`src/rtl/appt_pkg.sv`:
```
// Package for the arm pose point transform: widths, CORDIC constants and
// the arctangent table. No dependencies.
package appt_pkg;

    localparam int ANGLE_BITS_DEF   = 16;
    localparam int CORDIC_STEPS_DEF = 16;
    localparam int ATAN_ENTRIES     = 24;
    localparam int COORD_W          = 32;
    localparam int LEN_W            = 31;
    localparam int CFG_IDX_W        = 3;
    localparam int CFG_DATA_W       = 32;

    // Register indexes.
    localparam logic [CFG_IDX_W-1:0] REG_YAW    = 3'd0;
    localparam logic [CFG_IDX_W-1:0] REG_PITCH  = 3'd1;
    localparam logic [CFG_IDX_W-1:0] REG_OUTER  = 3'd2;
    localparam logic [CFG_IDX_W-1:0] REG_COLUMN = 3'd3;
    localparam logic [CFG_IDX_W-1:0] REG_BASE_X = 3'd4;
    localparam logic [CFG_IDX_W-1:0] REG_BASE_Y = 3'd5;
    localparam logic [CFG_IDX_W-1:0] REG_BASE_Z = 3'd6;

    localparam logic signed [33:0] CORDIC_START = 34'sd652032874;

    // Arctangent of 2^-i in units of 2^-32 turn.
    function automatic logic signed [33:0] atan_turn(input int i);
        logic [31:0] v;
        case (i)
            0:  v = 32'h20000000;
            1:  v = 32'h12E4051E;
            2:  v = 32'h09FB385B;
            3:  v = 32'h051111D4;
            4:  v = 32'h028B0D43;
            5:  v = 32'h0145D7E1;
            6:  v = 32'h00A2F61E;
            7:  v = 32'h00517C55;
            8:  v = 32'h0028BE53;
            9:  v = 32'h00145F2F;
            10: v = 32'h000A2F98;
            11: v = 32'h000517CC;
            12: v = 32'h00028BE6;
            13: v = 32'h000145F3;
            14: v = 32'h0000A2FA;
            15: v = 32'h0000517D;
            16: v = 32'h000028BE;
            17: v = 32'h0000145F;
            18: v = 32'h00000A30;
            19: v = 32'h00000518;
            20: v = 32'h0000028C;
            21: v = 32'h00000146;
            22: v = 32'h000000A3;
            23: v = 32'h00000051;
            default: v = 32'h0;
        endcase
        atan_turn = $signed({2'b00, v});
    endfunction

endpackage

```
`src/rtl/appt_cordic.sv`:
```
// Pipelined rotation-mode CORDIC giving cosine and sine in Q2.30.
// Depends on appt_pkg. One step per stage, advanced by a shared enable.
module appt_cordic #(
    parameter int ANGLE_BITS   = appt_pkg::ANGLE_BITS_DEF,
    parameter int CORDIC_STEPS = appt_pkg::CORDIC_STEPS_DEF
) (
    input  logic                   clk,
    input  logic                   en,
    input  logic [ANGLE_BITS-1:0]  angle,
    output logic signed [33:0]     cos_out,
    output logic signed [33:0]     sin_out
);
    localparam int N = (CORDIC_STEPS < appt_pkg::ATAN_ENTRIES) ?
                       CORDIC_STEPS : appt_pkg::ATAN_ENTRIES;

    logic signed [33:0] x_reg [0:N];
    logic signed [33:0] y_reg [0:N];
    logic signed [33:0] z_reg [0:N];
    logic               flip_reg [0:N];

    logic [31:0]        a32;
    logic signed [33:0] z0;
    logic               fl;

    // Widen the angle and fold it into the quarter turn around zero.
    always_comb
    begin
        a32 = {angle, {(32-ANGLE_BITS){1'b0}}};
        z0  = {{2{a32[31]}}, a32};
        fl  = (z0 > 34'sd1073741824) || (z0 < -34'sd1073741824);
        if (fl)
        begin
            z0 = z0 - 34'sd2147483648;
            if (z0 < -34'sd2147483648)
                z0 = z0 + 34'sd4294967296;
        end
    end

    always_ff @(posedge clk)
    begin
        if (en)
        begin
            x_reg[0]    <= appt_pkg::CORDIC_START;
            y_reg[0]    <= '0;
            z_reg[0]    <= z0;
            flip_reg[0] <= fl;
        end
    end

    // One micro-rotation per stage.
    for (genvar i = 0; i < N; i++)
    begin : g_step
        always_ff @(posedge clk)
        begin
            if (en)
            begin
                flip_reg[i+1] <= flip_reg[i];
                if (z_reg[i] >= 0)
                begin
                    x_reg[i+1] <= x_reg[i] - (y_reg[i] >>> i);
                    y_reg[i+1] <= y_reg[i] + (x_reg[i] >>> i);
                    z_reg[i+1] <= z_reg[i] - appt_pkg::atan_turn(i);
                end
                else
                begin
                    x_reg[i+1] <= x_reg[i] + (y_reg[i] >>> i);
                    y_reg[i+1] <= y_reg[i] - (x_reg[i] >>> i);
                    z_reg[i+1] <= z_reg[i] + appt_pkg::atan_turn(i);
                end
            end
        end
    end

    assign cos_out = flip_reg[N] ? -x_reg[N] : x_reg[N];
    assign sin_out = flip_reg[N] ? -y_reg[N] : y_reg[N];
endmodule

```
`config.mk`:
```
export PLATFORM = sky130hd
export DESIGN_NAME = appt_cordic
export DESIGN_NICKNAME = d
export VERILOG_FILES = /design/src/rtl/appt_pkg.sv /design/src/rtl/appt_cordic.sv
export SDC_FILE = /design/constraint.sdc
export NUM_CORES = 2
export LEC_CHECK = 0
export BUFFER_PORTS_ARGS = -buffer_cell sky130_fd_sc_hd__buf_2
export CAP_MARGIN = 20
export CORE_AREA = 2 2 611 674
export DETAILED_ROUTE_END_ITERATION = 8
export DIE_AREA = 0 0 613 676
export GPL_ROUTABILITY_DRIVEN = 0
export HOLD_SLACK_MARGIN = 0.12
export PLACE_DENSITY_LB_ADDON = 0.15
export SETUP_SLACK_MARGIN = 0.15
export SYNTH_ARGS = -nofsm -noshare
export SYNTH_HDL_FRONTEND = slang
export SYNTH_SLANG_ARGS = --single-unit
```
`constraint.sdc`:
```
create_clock -name clk -period 5.7 [get_ports clk]
set_clock_uncertainty 0.15 [all_clocks]
set_input_delay 0 -clock clk [delete_from_list [all_inputs] [get_ports clk]]
set_output_delay 0 -clock clk [all_outputs]
set_load 0.05 [all_outputs]
```
# Word level (Yosys, flattened, before mapping)
# Memory sizes are Yosys's and may differ from the RTL's.
# Cells that the tools add are included.
# op_classes
n_addsub,99
n_lt_le_gt_ge,19
muxes,150
bitwise_logic,48
n_reduce_logical,1
# ops
cell,count
34-bit 2-to-1 mux,52
34-bit by 1-bit >= comparator with 1-bit output (second input constant),16
1-bit 2-to-1 mux,98
34-bit by 19-bit adder with 34-bit output,2
34-bit by 20-bit adder with 34-bit output,2
34-bit by 21-bit adder with 34-bit output,2
34-bit by 22-bit adder with 34-bit output,2
34-bit by 23-bit adder with 34-bit output,2
34-bit by 24-bit adder with 34-bit output,2
34-bit by 25-bit adder with 34-bit output,2
34-bit by 26-bit adder with 34-bit output,2
34-bit by 27-bit adder with 34-bit output,2
34-bit by 28-bit adder with 34-bit output,2
34-bit by 29-bit adder with 34-bit output,2
34-bit by 30-bit adder with 34-bit output,2
34-bit by 31-bit adder with 34-bit output,2
34-bit by 32-bit adder with 34-bit output,2
34-bit by 33-bit adder with 34-bit output,2
34-bit negation,2
34-bit by 19-bit subtractor with 34-bit output,2
34-bit by 20-bit subtractor with 34-bit output,2
34-bit by 21-bit subtractor with 34-bit output,2
34-bit by 22-bit subtractor with 34-bit output,2
34-bit by 23-bit subtractor with 34-bit output,2
51 further kinds,109
# totals
ff_bits,0
ramBits,1751
out_inout_bits,68
wordCells,321
memories,4
# memory_table
memory,depth,word_bits,rd,rd_ports_with_merged_regs,wr,line,text
x_reg,17,34,17,0,17,appt_cordic.sv:16,logic signed [33:0] x_reg [0:N];
y_reg,17,34,17,0,17,appt_cordic.sv:17,logic signed [33:0] y_reg [0:N];
z_reg,17,34,16,0,17,appt_cordic.sv:18,logic signed [33:0] z_reg [0:N];
flip_reg,17,1,17,0,17,appt_cordic.sv:19,logic flip_reg [0:N];

# Logic depth before layout (Yosys ltp)
# An unclocked memory read counts as a cell.
# depth
ltp_word,6
mapped_depth,23

# Worst setup path before layout
# Ideal clock, no wire load.
# synth_path
path_kind,reg2reg
startpoint,memory z_reg[10][33]
endpoint,"memory x_reg[11][33], data pin"
setup_time_ps,260
arrival_ps,4479
required_time_ps,5290
slack_ps,811
stages_incl_launch_ff,19
synth_period_minus_slack_ps,4889
cell_sequence,edfxtp_1 > nand2_1 > clkbuf_1 > buf_1 > nand2_1 > xnor2_1 > ha_1 > a211oi_1 > o21ai_0 > o2111ai_1 > o211ai_1 > a221o_1 > a211o_1 > a2111oi_0 > o21bai_1 > a31oi_1 > o21ai_0 > a21oi_1 > xnor2_1
# synth_lines
element,line
"start, declared",appt_cordic.sv:18
"end, declared",appt_cordic.sv:16

==> impl_metrics.env <==
export IMPL_track_usage=0.162
export IMPL_initial_core_util=0.299
export IMPL_maxCapViolCount=0
export IMPL_yosys_top_cells_area="edfxtp_1, ha_1, xnor2_1, a21oi_1, xor2_1"
export IMPL_synth_top_family_by_area="compound AO/OA/AOI/OAI gates"
export IMPL_htree_num_levels=4
export IMPL_top_usage_layer="met2"
export IMPL_required_ns=6.14
export IMPL_postRouteWirelength_um=342000
export IMPL_finalSetupViolCount=0
export IMPL_core_area_mm2=0.407
export IMPL_cp_end_kind="register"
export IMPL_grt_util_met2=0.324
export IMPL_io_buffers=85
export IMPL_die_w_um=613
export IMPL_arrival_ns=5.71
export IMPL_yosys_area_top_type_share=0.360
export IMPL_yosys_register_bits=1462
export IMPL_critPathLaunchType="register"
export IMPL_dp_slack_ns=0.0688
export IMPL_synthXorXnorAreaFrac=0.135
export IMPL_syn_instance_count=12600
export IMPL_clockBufferDepth=4
export IMPL_period_needed_ns=5.27
export IMPL_use_met1=0.173
export IMPL_worst_slew_pin_slew_ns=1.00
export IMPL_cts_root_buf="clkbuf_16"
export IMPL_wl_per_cell_um=18.4
export IMPL_ys_async_sr_fraction=0
export IMPL_yosysWarnings=0
export IMPL_finalHoldViolations=0
export IMPL_num_io_pins=86
export IMPL_fin_crit_sh=0.925
export IMPL_numCtsBuffers=187
export IMPL_grt_overflow=0
export IMPL_detail_route_antenna_nets=0
export IMPL_synth_area_mm2=0.122
export IMPL_layout_common_cells="edfxtp_1, ha_1, a21oi_1"
export IMPL_largest_register_ffs=511
export IMPL_netlist_cell_type_count=101
export IMPL_grt_pass1_wl_um=532000
export IMPL_status="finished, final reports clean"
export IMPL_grt_pass1_vias=93000
export IMPL_rsz0062_at_grt="yes"
export IMPL_via_count=92700
export IMPL_clk_latency_ns=0.94
export IMPL_avgSynthCellArea_um2=9.70
export IMPL_rows=246
export IMPL_ys_seq_area_frac=0.360
export IMPL_fin_nets=14400
export IMPL_antenna_found_initial=3
export IMPL_drive_gt1_frac=0.0643
export IMPL_fp_dieArea_mm2=0.414
export IMPL_min_path_type="input port to register"
export IMPL_syn_num_nets=14000
export IMPL_drc=0
export IMPL_synth_edf_count=1462
export IMPL_path_class="register to register"
export IMPL_grt_util_met3=0.0154
export IMPL_grt_max_degree=148
export IMPL_cts_tree="done"
export IMPL_clk_pin_slew_worst_paths_ns=0.06
export IMPL_synthAdderAreaFrac=0.149
export IMPL_path_max_fanout=5
export IMPL_area_growth_pct=12.8
export IMPL_clock_sinks=1462
export IMPL_worst_slack_ns=0.427
export IMPL_fin_setup_tns_ns=0
export IMPL_fmax_mhz=190
export IMPL_synth_simple_area_share=0.130
export IMPL_die_h_um=676
export IMPL_drt_initial_drc_count=4571
export IMPL_firstDrtPassIters=6
export IMPL_synth_top_area_cell="edfxtp_1"
export IMPL_hpwl_um=278000
export IMPL_synth_compound_area_share=0.197
export IMPL_slew_headroom=0.330
export IMPL_synth_mux_area_frac=0.00741
export IMPL_synth_flop_cell="edfxtp_1"
export IMPL_via_per_inst=4.99
export IMPL_final_max_slew_viol_count=0
export IMPL_layout_commonest_cell="edfxtp_1"
[repair_timing]
item | in CTS | in global routing
setup endpoints to repair | 4 | 67
hold buffers | 41 | 0
setup buffers | 0 | 6
resized for setup | 4 | 56
hold endpoints to repair | 807 | 0
pin swaps | 0 | 2
[synthesized netlist by cell type (all sizes together) (38+ instances only)]
| master | instances |
|---|---|
| mux2 | 42 |
| inv | 473 |
| nand3 | 205 |
| nor2b | 212 |
| and3 | 124 |
| o31a | 38 |
| fa | 43 |
| a31oi | 115 |
| a21o | 600 |
| edfxtp | 1462 |
| o21bai | 152 |
| a21oi | 1252 |
| o31ai | 134 |
| o21ai | 697 |
| o211ai | 49 |
| ha | 1379 |
| clkbuf | 161 |
| nor3 | 311 |
| o21a | 211 |
| a211oi | 128 |
| mux2i | 43 |
| nand4 | 67 |
| nand2b | 230 |
| or2 | 49 |
| or4 | 42 |
| nand2 | 715 |
| xnor2 | 1222 |
| or3 | 102 |
| and2 | 51 |
| nor2 | 959 |
| a21boi | 46 |
| nor4 | 87 |
| xor2 | 661 |
| o41ai | 59 |
[routing by layer]
layer | wire length, um | vias up
met3 | 7840 | 528
met2 | 186000 | 1104
met4 | 12700 | 0
met5 | 0 | -
li1 | - | 47600
met1 | 136000 | 43500
[final timing paths]
check,startpoint,end,slack [ns],cells past startpoint
worst min-delay path,angle[5],z_reg[0][21],0.24,3
worst max register to register,y_reg[8][9],x_reg[9][31],0.43,19
worst max-delay path,y_reg[8][9],x_reg[9][31],0.43,19
worst min register to register,z_reg[0][24],z_reg[1][24],0.27,0
[cell type report]
type                       count  area (um2)
antenna                        5        12.5
clock buffer                 217        4860
clock inverter               127        1510
fill                       41800      270000
inverter                     478        1800
multi-input combinational  10400       75700
sequential                  1462       43900
tap                         5456        6830
timing repair buffer         396        2920
[worst max-delay path: stages (launching register included)]
cell and delay [ns]:
edfxtp_1 0.42, inv_1 0.09, ha_1 0.17, nand2_1 0.09, or4_1 0.51, o41ai_2 0.27, xnor2_1 0.16, ha_1 0.31
a211oi_1 0.28, o21ai_0 0.17, a2111o_1 0.40, o211ai_1 0.17, o31a_1 0.29, o21ai_0 0.27, a211o_1 0.36, o311ai_1 0.32
nand2b_1 0.14, a21o_1 0.20, a21oi_1 0.17, xnor2_1 0.08
[through the flow]
| stage | hold slack [ns] | cells | area, um2 | utilization |
|---|---|---|---|---|
| floorplan | -0.0511 | 12600 | 122000 | - |
| CTS | 0.137 | 18600 | 137000 | 0.337 |
| detailed placement | 0.0462 | 18200 | 130000 | 0.320 |
| finish | 0.244 | 18600 | 138000 | 0.338 |
| global route | 0.208 | 18600 | 138000 | 0.338 |
| global placement | 0.0551 | 18200 | 130000 | 0.320 |
[cells by family (layout without fill, tap and decap cells)]
| logic type | after synthesis | in the layout |
|---|---|---|
| XOR/XNOR | 1883 | 1883 |
| multiplexers | 85 | 85 |
| flip-flops | 1462 | 1462 |
| adder cells (fa/ha/maj) | 1422 | 1422 |
| AO/OA/AOI/OAI | 3783 | 3783 |
| buffers and inverters | 672 | 1218 |
| other | 0 | 5 |
| AND/OR/NAND/NOR | 3265 | 3265 |
Power is left out: the tool's default activity adds up to more than one toggle a clock period on the data nets, which glitch-free logic cannot reach.
